--- src/assert_macros.svh ---
// Assertion macros shared by the router ID table RTL.
// No dependencies; included by files that carry concurrent assertions.
`ifndef ASSERT_MACROS_SVH
`define ASSERT_MACROS_SVH

// Same-cycle implication.
`define ASSERT_IMP(label, clk, rst_n, ante, cons) \
    label: assert property (@(posedge clk) disable iff (!rst_n) (ante) |-> (cons)) \
        else $error("assertion failed: same-cycle implication");

// Next-cycle implication.
`define ASSERT_NEXT(label, clk, rst_n, ante, cons) \
    label: assert property (@(posedge clk) disable iff (!rst_n) (ante) |=> (cons)) \
        else $error("assertion failed: next-cycle implication");

`endif

--- src/lrt_pkg.sv ---
// Package for the LRU router ID table: sizes, codes and transfer structs.
// No dependencies.
package lrt_pkg;

    localparam int CAPACITY = 32;
    localparam int IDX_W    = $clog2(CAPACITY);
    localparam int CNT_W    = $clog2(CAPACITY + 1);
    localparam int ID_W     = 6;
    localparam int ADDR_W   = 64;
    localparam int OCNT_W   = 6;

    typedef enum logic [1:0] {
        MODE_LOOKUP = 2'd0,
        MODE_ADD    = 2'd1,
        MODE_REMOVE = 2'd2,
        MODE_CLEAR  = 2'd3
    } mode_t;

    typedef enum logic [2:0] {
        STAT_HIT      = 3'd0,
        STAT_MISS     = 3'd1,
        STAT_ADDED    = 3'd2,
        STAT_PRESENT  = 3'd3,
        STAT_REMOVED  = 3'd4,
        STAT_NOTFOUND = 3'd5,
        STAT_CLEARED  = 3'd6
    } status_t;

    typedef enum logic [2:0] {
        SLOT_NOP,
        SLOT_PROMOTE,
        SLOT_DROP,
        SLOT_INSERT,
        SLOT_CLEAR
    } slot_op_t;

    typedef struct packed {
        mode_t             mode;
        logic [ID_W-1:0]   node_id;
        logic [ADDR_W-1:0] owner_addr;
    } cmd_t;

    typedef struct packed {
        status_t           status;
        logic [ADDR_W-1:0] owner_out;
        logic              evicted;
        logic [ID_W-1:0]   evicted_id;
        logic [OCNT_W-1:0] entry_count;
    } result_t;

    typedef struct packed {
        slot_op_t         op;
        logic [IDX_W-1:0] slot;
        logic [ID_W-1:0]  id;
    } slot_cmd_t;

    typedef struct packed {
        logic             hit;
        logic [IDX_W-1:0] hit_idx;
        logic             free_found;
        logic [IDX_W-1:0] free_idx;
        logic             lru_found;
        logic [IDX_W-1:0] lru_idx;
        logic [ID_W-1:0]  lru_router;
    } slot_stat_t;

endpackage

--- src/lrt_owner_ram.sv ---
// Owner address store: one write port, one registered read port.
// No dependencies.
module lrt_owner_ram #(
    parameter int DEPTH = 32,
    parameter int WIDTH = 64
) (
    input  logic                     clk,
    input  logic                     we,
    input  logic [$clog2(DEPTH)-1:0] waddr,
    input  logic [WIDTH-1:0]         wdata,
    input  logic                     re,
    input  logic [$clog2(DEPTH)-1:0] raddr,
    output logic [WIDTH-1:0]         rdata
);

    logic [WIDTH-1:0] mem [DEPTH];

    always_ff @(posedge clk)
    begin
        if (we)
        begin
            mem[waddr] <= wdata;
        end
        if (re)
        begin
            rdata <= mem[raddr];
        end
    end

endmodule

--- src/lrt_slot_array.sv ---
// Slot tags, valid bits and recency ranks with the shared rank update unit.
// Depends on lrt_pkg.
module lrt_slot_array
    import lrt_pkg::*;
(
    input  logic             clk,
    input  logic             rst_n,
    input  slot_cmd_t        cmd,
    input  logic [CNT_W-1:0] count,
    output slot_stat_t       stat
);

    logic [CAPACITY-1:0] valid_reg;
    logic [CAPACITY-1:0] valid_next;
    logic [ID_W-1:0]     router_reg  [CAPACITY];
    logic [IDX_W-1:0]    rank_reg    [CAPACITY];
    logic [IDX_W-1:0]    rank_next   [CAPACITY];
    logic [IDX_W-1:0]    sel_rank;
    logic [IDX_W-1:0]    last_rank;
    logic [CNT_W-1:0]    count_m1;

    assign count_m1  = count - CNT_W'(1);
    assign last_rank = count_m1[IDX_W-1:0];
    assign sel_rank  = rank_reg[cmd.slot];

    // tag compare, free slot and LRU search
    always_comb
    begin
        stat = '0;
        for (int i = CAPACITY - 1; i >= 0; i--)
        begin
            if (valid_reg[i] && router_reg[i] == cmd.id)
            begin
                stat.hit     = 1'b1;
                stat.hit_idx = IDX_W'(i);
            end
            if (!valid_reg[i])
            begin
                stat.free_found = 1'b1;
                stat.free_idx   = IDX_W'(i);
            end
            if (valid_reg[i] && rank_reg[i] == last_rank)
            begin
                stat.lru_found  = 1'b1;
                stat.lru_idx    = IDX_W'(i);
                stat.lru_router = router_reg[i];
            end
        end
    end

    // rank update unit
    always_comb
    begin
        valid_next = valid_reg;
        for (int i = 0; i < CAPACITY; i++)
        begin
            rank_next[i] = rank_reg[i];
        end
        unique case (cmd.op)
            SLOT_PROMOTE:
            begin
                for (int i = 0; i < CAPACITY; i++)
                begin
                    if (valid_reg[i] && rank_reg[i] < sel_rank)
                    begin
                        rank_next[i] = rank_reg[i] + IDX_W'(1);
                    end
                end
                rank_next[cmd.slot] = '0;
            end
            SLOT_DROP:
            begin
                valid_next[cmd.slot] = 1'b0;
                for (int i = 0; i < CAPACITY; i++)
                begin
                    if (valid_reg[i] && IDX_W'(i) != cmd.slot && rank_reg[i] > sel_rank)
                    begin
                        rank_next[i] = rank_reg[i] - IDX_W'(1);
                    end
                end
            end
            SLOT_INSERT:
            begin
                for (int i = 0; i < CAPACITY; i++)
                begin
                    if (valid_reg[i])
                    begin
                        rank_next[i] = rank_reg[i] + IDX_W'(1);
                    end
                end
                valid_next[cmd.slot] = 1'b1;
                rank_next[cmd.slot]  = '0;
            end
            SLOT_CLEAR:
            begin
                valid_next = '0;
            end
            default:
            begin
            end
        endcase
    end

    always_ff @(posedge clk or negedge rst_n)
    begin
        if (!rst_n)
        begin
            valid_reg <= '0;
        end
        else
        begin
            valid_reg <= valid_next;
        end
    end

    always_ff @(posedge clk)
    begin
        for (int i = 0; i < CAPACITY; i++)
        begin
            rank_reg[i] <= rank_next[i];
        end
        if (cmd.op == SLOT_INSERT)
        begin
            router_reg[cmd.slot] <= cmd.id;
        end
    end

endmodule

--- src/lru_router_id_table_unit.sv ---
// Top level of the LRU router ID table: sequencer, count and result register.
// Depends on lrt_pkg, lrt_slot_array, lrt_owner_ram and assert_macros.svh.
//
// Usage:
//   Drive cmd and raise start; the command transfers at a rising edge with
//   start high and busy low. busy stays high until the result has been shown.
//   The result appears on result for exactly one cycle with done high; the
//   receiver cannot stall it and must take it in that cycle.
// Sequence (accept edge to done cycle): lookup, remove, clear and a refused
//   add pass through EXEC and RESP; an add through EXEC, INSERT and RESP,
//   with EVICT before INSERT when it must evict the least recently used
//   entry. A new command can transfer in the cycle after done; commands
//   do not overlap. The steps are set by the sequencer: tag compare and
//   rank update in the shared slot unit per step (exec, evict, insert),
//   plus the registered read of the owner store.
// Reset clears the valid bits, the entry count and the sequencer; no
//   clearing pass is needed.
`include "assert_macros.svh"
module lru_router_id_table_unit
    import lrt_pkg::*;
(
    input  logic    clk,
    input  logic    rst_n,
    input  logic    start,
    input  cmd_t    cmd,
    output logic    busy,
    output logic    done,
    output result_t result
);

    typedef enum logic [2:0] {
        ST_IDLE,
        ST_EXEC,
        ST_EVICT,
        ST_INSERT,
        ST_RESP
    } state_t;

    state_t            state_reg;
    mode_t             mode_reg;
    logic [ID_W-1:0]   id_reg;
    logic [ADDR_W-1:0] owner_reg;
    logic [CNT_W-1:0]  count_reg;
    status_t           status_reg;
    logic              ev_reg;
    logic [ID_W-1:0]   ev_id_reg;
    logic              hit_rd_reg;

    slot_cmd_t         scmd;
    slot_stat_t        sstat;
    logic              ram_we;
    logic              ram_re;
    logic [ADDR_W-1:0] ram_rdata;

    lrt_slot_array u_slots (
        .clk   (clk),
        .rst_n (rst_n),
        .cmd   (scmd),
        .count (count_reg),
        .stat  (sstat)
    );

    lrt_owner_ram #(
        .DEPTH (CAPACITY),
        .WIDTH (ADDR_W)
    ) u_owner_ram (
        .clk   (clk),
        .we    (ram_we),
        .waddr (sstat.free_idx),
        .wdata (owner_reg),
        .re    (ram_re),
        .raddr (sstat.hit_idx),
        .rdata (ram_rdata)
    );

    always_comb
    begin
        scmd.op   = SLOT_NOP;
        scmd.slot = sstat.hit_idx;
        scmd.id   = id_reg;
        ram_we    = 1'b0;
        ram_re    = 1'b0;
        unique case (state_reg)
            ST_EXEC:
            begin
                unique case (mode_reg)
                    MODE_LOOKUP:
                    begin
                        if (sstat.hit)
                        begin
                            scmd.op = SLOT_PROMOTE;
                            ram_re  = 1'b1;
                        end
                    end
                    MODE_ADD:
                    begin
                        if (sstat.hit)
                        begin
                            scmd.op = SLOT_PROMOTE;
                        end
                    end
                    MODE_REMOVE:
                    begin
                        if (sstat.hit)
                        begin
                            scmd.op = SLOT_DROP;
                        end
                    end
                    MODE_CLEAR:
                    begin
                        scmd.op = SLOT_CLEAR;
                    end
                    default:
                    begin
                    end
                endcase
            end
            ST_EVICT:
            begin
                scmd.slot = sstat.lru_idx;
                if (sstat.lru_found)
                begin
                    scmd.op = SLOT_DROP;
                end
            end
            ST_INSERT:
            begin
                scmd.slot = sstat.free_idx;
                if (sstat.free_found)
                begin
                    scmd.op = SLOT_INSERT;
                    ram_we  = 1'b1;
                end
            end
            default:
            begin
            end
        endcase
    end

    always_ff @(posedge clk or negedge rst_n)
    begin
        if (!rst_n)
        begin
            state_reg  <= ST_IDLE;
            mode_reg   <= MODE_LOOKUP;
            id_reg     <= '0;
            owner_reg  <= '0;
            count_reg  <= '0;
            status_reg <= STAT_MISS;
            ev_reg     <= 1'b0;
            ev_id_reg  <= '0;
            hit_rd_reg <= 1'b0;
        end
        else
        begin
            unique case (state_reg)
                ST_IDLE:
                begin
                    if (start)
                    begin
                        mode_reg   <= cmd.mode;
                        id_reg     <= cmd.node_id;
                        owner_reg  <= cmd.owner_addr;
                        ev_reg     <= 1'b0;
                        ev_id_reg  <= '0;
                        hit_rd_reg <= 1'b0;
                        state_reg  <= ST_EXEC;
                    end
                end
                ST_EXEC:
                begin
                    state_reg <= ST_RESP;
                    unique case (mode_reg)
                        MODE_LOOKUP:
                        begin
                            status_reg <= sstat.hit ? STAT_HIT : STAT_MISS;
                            hit_rd_reg <= sstat.hit;
                        end
                        MODE_ADD:
                        begin
                            if (sstat.hit)
                            begin
                                status_reg <= STAT_PRESENT;
                            end
                            else if (count_reg >= CNT_W'(CAPACITY))
                            begin
                                state_reg <= ST_EVICT;
                            end
                            else
                            begin
                                state_reg <= ST_INSERT;
                            end
                        end
                        MODE_REMOVE:
                        begin
                            if (sstat.hit)
                            begin
                                status_reg <= STAT_REMOVED;
                                count_reg  <= count_reg - CNT_W'(1);
                            end
                            else
                            begin
                                status_reg <= STAT_NOTFOUND;
                            end
                        end
                        MODE_CLEAR:
                        begin
                            status_reg <= STAT_CLEARED;
                            count_reg  <= '0;
                        end
                        default:
                        begin
                        end
                    endcase
                end
                ST_EVICT:
                begin
                    if (sstat.lru_found)
                    begin
                        ev_reg    <= 1'b1;
                        ev_id_reg <= sstat.lru_router;
                        count_reg <= count_reg - CNT_W'(1);
                    end
                    state_reg <= ST_INSERT;
                end
                ST_INSERT:
                begin
                    if (sstat.free_found)
                    begin
                        count_reg <= count_reg + CNT_W'(1);
                    end
                    status_reg <= STAT_ADDED;
                    state_reg  <= ST_RESP;
                end
                ST_RESP:
                begin
                    state_reg <= ST_IDLE;
                end
                default:
                begin
                    state_reg <= ST_IDLE;
                end
            endcase
        end
    end

    logic [OCNT_W:0] count_ext;
    assign count_ext = (OCNT_W + 1)'(count_reg);

    assign busy               = (state_reg != ST_IDLE);
    assign done               = (state_reg == ST_RESP);
    assign result.status      = status_reg;
    assign result.owner_out   = hit_rd_reg ? ram_rdata : '0;
    assign result.evicted     = ev_reg;
    assign result.evicted_id  = ev_id_reg;
    assign result.entry_count = count_ext[OCNT_W-1:0];

    `ASSERT_IMP(a_done_busy, clk, rst_n, done, busy)
    `ASSERT_NEXT(a_start_busy, clk, rst_n, start && !busy, busy)
    `ASSERT_IMP(a_count_cap, clk, rst_n, 1'b1, count_reg <= CNT_W'(CAPACITY))
    `ASSERT_IMP(a_evict_full, clk, rst_n, state_reg == ST_EVICT,
                count_reg == CNT_W'(CAPACITY))
    `ASSERT_IMP(a_evict_added, clk, rst_n, done && result.evicted,
                result.status == STAT_ADDED)

endmodule
--- config.mk ---
export PLATFORM = sky130hd
export DESIGN_NAME = lru_router_id_table_unit
export DESIGN_NICKNAME = d
export VERILOG_FILES = /design/src/lrt_pkg.sv /design/src/lrt_owner_ram.sv /design/src/lrt_slot_array.sv /design/src/lru_router_id_table_unit.sv
export VERILOG_INCLUDE_DIRS = /design/src /design/src/src
export SDC_FILE = /design/constraint.sdc
export NUM_CORES = 2
export LEC_CHECK = 0
export BUFFER_PORTS_ARGS = -buffer_cell sky130_fd_sc_hd__buf_4
export CORE_ASPECT_RATIO = 0.75
export CORE_UTILIZATION = 25
export CTS_BUF_LIST = sky130_fd_sc_hd__clkbuf_16
export DETAILED_ROUTE_END_ITERATION = 6
export SKIP_CTS_REPAIR_TIMING = 1
export SLEW_MARGIN = 5
export SYNTH_ARGS = -nofsm -noshare
export SYNTH_HDL_FRONTEND = slang
export SYNTH_SLANG_ARGS = --single-unit
--- constraint.sdc ---
create_clock -name clk -period 17.65 [get_ports clk]
set_input_delay 2.6475 -clock clk [delete_from_list [all_inputs] [get_ports clk]]
set_output_delay 2.6475 -clock clk [all_outputs]
set_load 0.05 [all_outputs]
==> summary.txt <==
Outcome
  – Outcome: complete, but fails checks
  – Failing checks: DRC

Synthesis
  – #FFs+latches synth: 2,588
  – Synth top area share: 61.48%
  – Area contributors post-synth: edfxtp_1, mux2i_1, a211oi_1
  – Synth Cell Area: 120,300 µm²
  – Post-synth EDFFs: 2,464
  – Sequential-to-total area share from yosys stat: 64.06%
  – Syn Nets: 9,170
  – Asr flop ratio synth: 4.791%
  – Area leader, netlist: edfxtp_1
  – Post-synth top flop: edfxtp_1
  – Avg Cell Area, Syn: 13.57 µm²
  – Post-synthesis cell type count: 108
  – Synth warn: 0
  – Synth Instances: 8,869

Drt
  – Routed WL: 372.0 mm
  – DRC: 4
  – DR vias/cell: 5.058
  – Vias: 77,950
  – Post-route ant nets: 0
  – First-pass detailed-route iteration total: 7
  – Drt initial violations: 9,948
  – Avg WL per Cell: 24.14 µm

Die
  – # rows: 220
  – DIE HEIGHT: 602.9 µm
  – Initial Util: 25.13%
  – Placeable Area: 479,000 µm²
  – Die Wd: 803.1 µm
  – IO Pins: 157
  – Die Footprint: 484,200 µm²

Clock tree
  – Reg clk slew, reported paths: 0.07 ns
  – CTS tree: done
  – # clock sinks: 2,588
  – Number of buffers created by CTS: 268
  – Clock Tree Buf Depth: 4
  – Worst-Skew Late Latency: 0.89 ns
  – H-Tree Level Count: 5
  – CTS root buf: clkbuf_16

STA
  – Headroom to the max-slew limit: 15.74%
  – Final setup fails: 0
  – Hold Vio Cnt, Final: 0
  – Fin Setup TNS: 0 ns
  – Period utilization: 53.88%
  – RSZ-0062 raised after global routing: no
  – Worst-Margin Slew: 1.248 ns
  – Clk_skew: 0.09912 ns
  – Minimum hold slack: 0.4825 ns
  – Fmax: 105.2 MHz
  – Final worst path period need: 9.509 ns
  – Number of max-slew violations in the final report: 0

Place
  – Port Buffers: 156
  – Placed cells: 14,920
  – Placer Congestion: 0.9435
  – DP Area: 128,600 µm²
  – Dpl hpwl: 214.3 mm

Worst setup path
  – Critical setup path kind: register to register
  – Buf+Inv Stages, Crit Path: 5
  – Worst path most repeated cell: nor2_1
  – Worst-path cell with the longest stage delay: a2111oi_2
  – Worst Setup End Kind: register
  – CP peak stage delay: 1.08 ns
  – Critical Path AT: 10.10 ns
  – CP Data Required Time: 18.24 ns
  – Crit-path leading delay family: compound AO/OA/AOI/OAI gates
  – Crit start category: register
  – CP max FO: 41

Final layout
  – Nets@finish: 9,160
  – Layout Cells excl Fill: 15,410
  – Filler cells: 47,990
  – Multi-input logic area: 40,470 µm²
  – Max reg flops: 2,048
  – Post-route cell area: 137,000 µm²
  – Final core utilization: 28.60%
  – Area growth syn-to-layout: 13.82%
  – Share of layout cells above drive strength 1: 11.65%
  – Register area: 77,110 µm²

Global route
  – Grt met2 use: 21.32%
  – Overflow after GRT: 0
  – GRT Util Overall: 14.66%
  – Grt met3 use: 3.142%
  – Largest net degree at the start of global routing: 209
  – GRT busiest layer: met1
  – Met1 global-route usage: 21.54%
  – First-pass GRT wire length: 529.9 mm
  – Vias in the first global route: 72,400
  – Initial antenna violation count: 19

Power
  – Leak: 43.96 nW
  – Peak VDD IR: 107.4 µV
  – Pwr/cell area: 122.2 nW/µm²

Hold path
  – Hold Crit Class: register to register

Flow run
  – Max-cap viol count: 0
==> stage by stage <==
| step | total power [mW] | setup slack (ns) |
|---|---|---|
| floorplan | 10.16 | 8.115 |
| global placement | 11.21 | 8.559 |
| detailed placement | 11.29 | 8.390 |
| CTS | 16.78 | 8.366 |
| global route | 17.35 | 7.642 |
| finish | 16.74 | 8.141 |
==> placed cells by master (no fill, tap or decap), types with 87 or more instances in the layout <==
master,netlist,final
a211oi_1,479,479
a21oi_1,250,250
a311oi_1,155,155
a31oi_1,182,181
and2_1,335,334
buf_4,28,316
clkbuf_16,0,275
dfrtp_1,123,114
edfxtp_1,2464,2464
ha_1,226,225
inv_1,150,201
mux2i_1,543,543
mux4_2,128,128
nand2_1,926,925
nand3_1,129,129
nand4_1,89,89
nor2_1,346,312
nor3_1,119,115
o21ai_0,290,290
o22ai_1,87,87
xnor2_1,148,148
xor2_1,190,190
==> cells in the mapped netlist, types with 28 or more instances <==
library cell  count
o21ai_1          43
xor2_1          190
xnor3_1          33
mux4_2          128
a311oi_1        155
nor2_1          346
nor4_1           53
a211oi_1        479
a221oi_1         30
inv_1           150
edfxtp_1       2464
buf_2           167
o31ai_1          50
or4_1            29
xnor2_1         148
clkbuf_1        366
a32oi_1          34
o211ai_1         34
mux2_2           81
dfrtp_1         123
a21o_1           80
o22ai_1          87
buf_4            28
nor3_1          119
a31oi_1         182
nand3_1         129
mux2i_1         543
o21ai_0         290
ha_1            226
buf_1            33
nand2_1         926
and2_1          335
a21oi_1         250
nand4_1          89
o21a_1           43
==> where the power goes <==
group          internal (mW)  switching (mW)  total, mW
clock                   3.07            2.43       5.51
sequential              7.72           0.839       8.56
combinational          0.929            1.74       2.67
==> cell type report <==
class / instances / area share [%]
diodes: 20 / 0.03654
repair buffers: 325 / 1.860
well taps: 6327 / 5.779
flip-flops and latches: 2588 / 56.29
clock inverters: 198 / 1.046
clock buffers: 275 / 5.024
inverters: 150 / 0.4111
multi-input cells: 5526 / 29.55
==> final timing paths <==
kind                                          start  cells past startpoint                           endpoint  slack, ns
max reg2reg                count_reg[0]$_DFFE_PN0P_                     27  u_slots.rank_reg[22][3]$_DFFE_PP_       8.14
min                        ev_id_reg[3]$_DFFE_PN0P_                      2           ev_id_reg[3]$_DFFE_PN0P_       0.48
min in group asynchronous                     rst_n                      1          owner_reg[40]$_DFFE_PN0P_       1.76
min reg2reg                ev_id_reg[3]$_DFFE_PN0P_                      2           ev_id_reg[3]$_DFFE_PN0P_       0.48
max in group asynchronous                     rst_n                      3             hit_rd_reg$_DFFE_PN0P_      13.86
max                        count_reg[0]$_DFFE_PN0P_                     27  u_slots.rank_reg[22][3]$_DFFE_PP_       8.14
==> worst register-to-register path, cell delays in order (launching register included) <==
cell and delay, ns:
dfrtp_2 0.38, buf_4 0.40, inv_1 0.16, ha_2 0.48, nor3b_2 0.24, buf_4 0.50
xnor3_1 0.33, a2111oi_2 1.08, nor2b_1 0.30, o21ai_0 0.35, nor4b_2 0.44, a31oi_4 0.29
nor2_8 0.54, nor2_1 0.28, a32oi_1 0.23, o21ai_0 0.10, or3_1 0.41, o21ai_4 0.31
buf_4 0.53, ha_1 0.26, inv_1 0.04, a21oi_1 0.12, nor2_1 0.06, a211oi_1 0.77
nor2_1 0.13, nor2_1 0.17, o21ai_0 0.09, a31o_2 0.29
==> routing by layer <==
metal | up-vias | wire length [µm]
met3 | 633 | 35600
met2 | 3675 | 157900
met5 | - | 76
met1 | 39260 | 165700
met4 | 12 | 12670
li1 | 34360 | -
==> cell families (layout without fill, tap and decap cells) <==
group	after synthesis	in the layout	share of synthesized area (%)
xor gates and xnor gates	372	372	3.091
muxes	754	754	7.689
buffers and inverters	755	948	2.674
adders and majority gates	226	226	2.350
DFF	2588	2588	64.06
AOI/OAI and AO/OA	1964	1964	11.35
and+or+nand+nor	2210	2210	8.787
other	0	20	0
Power figures use the tool's default switching activity.
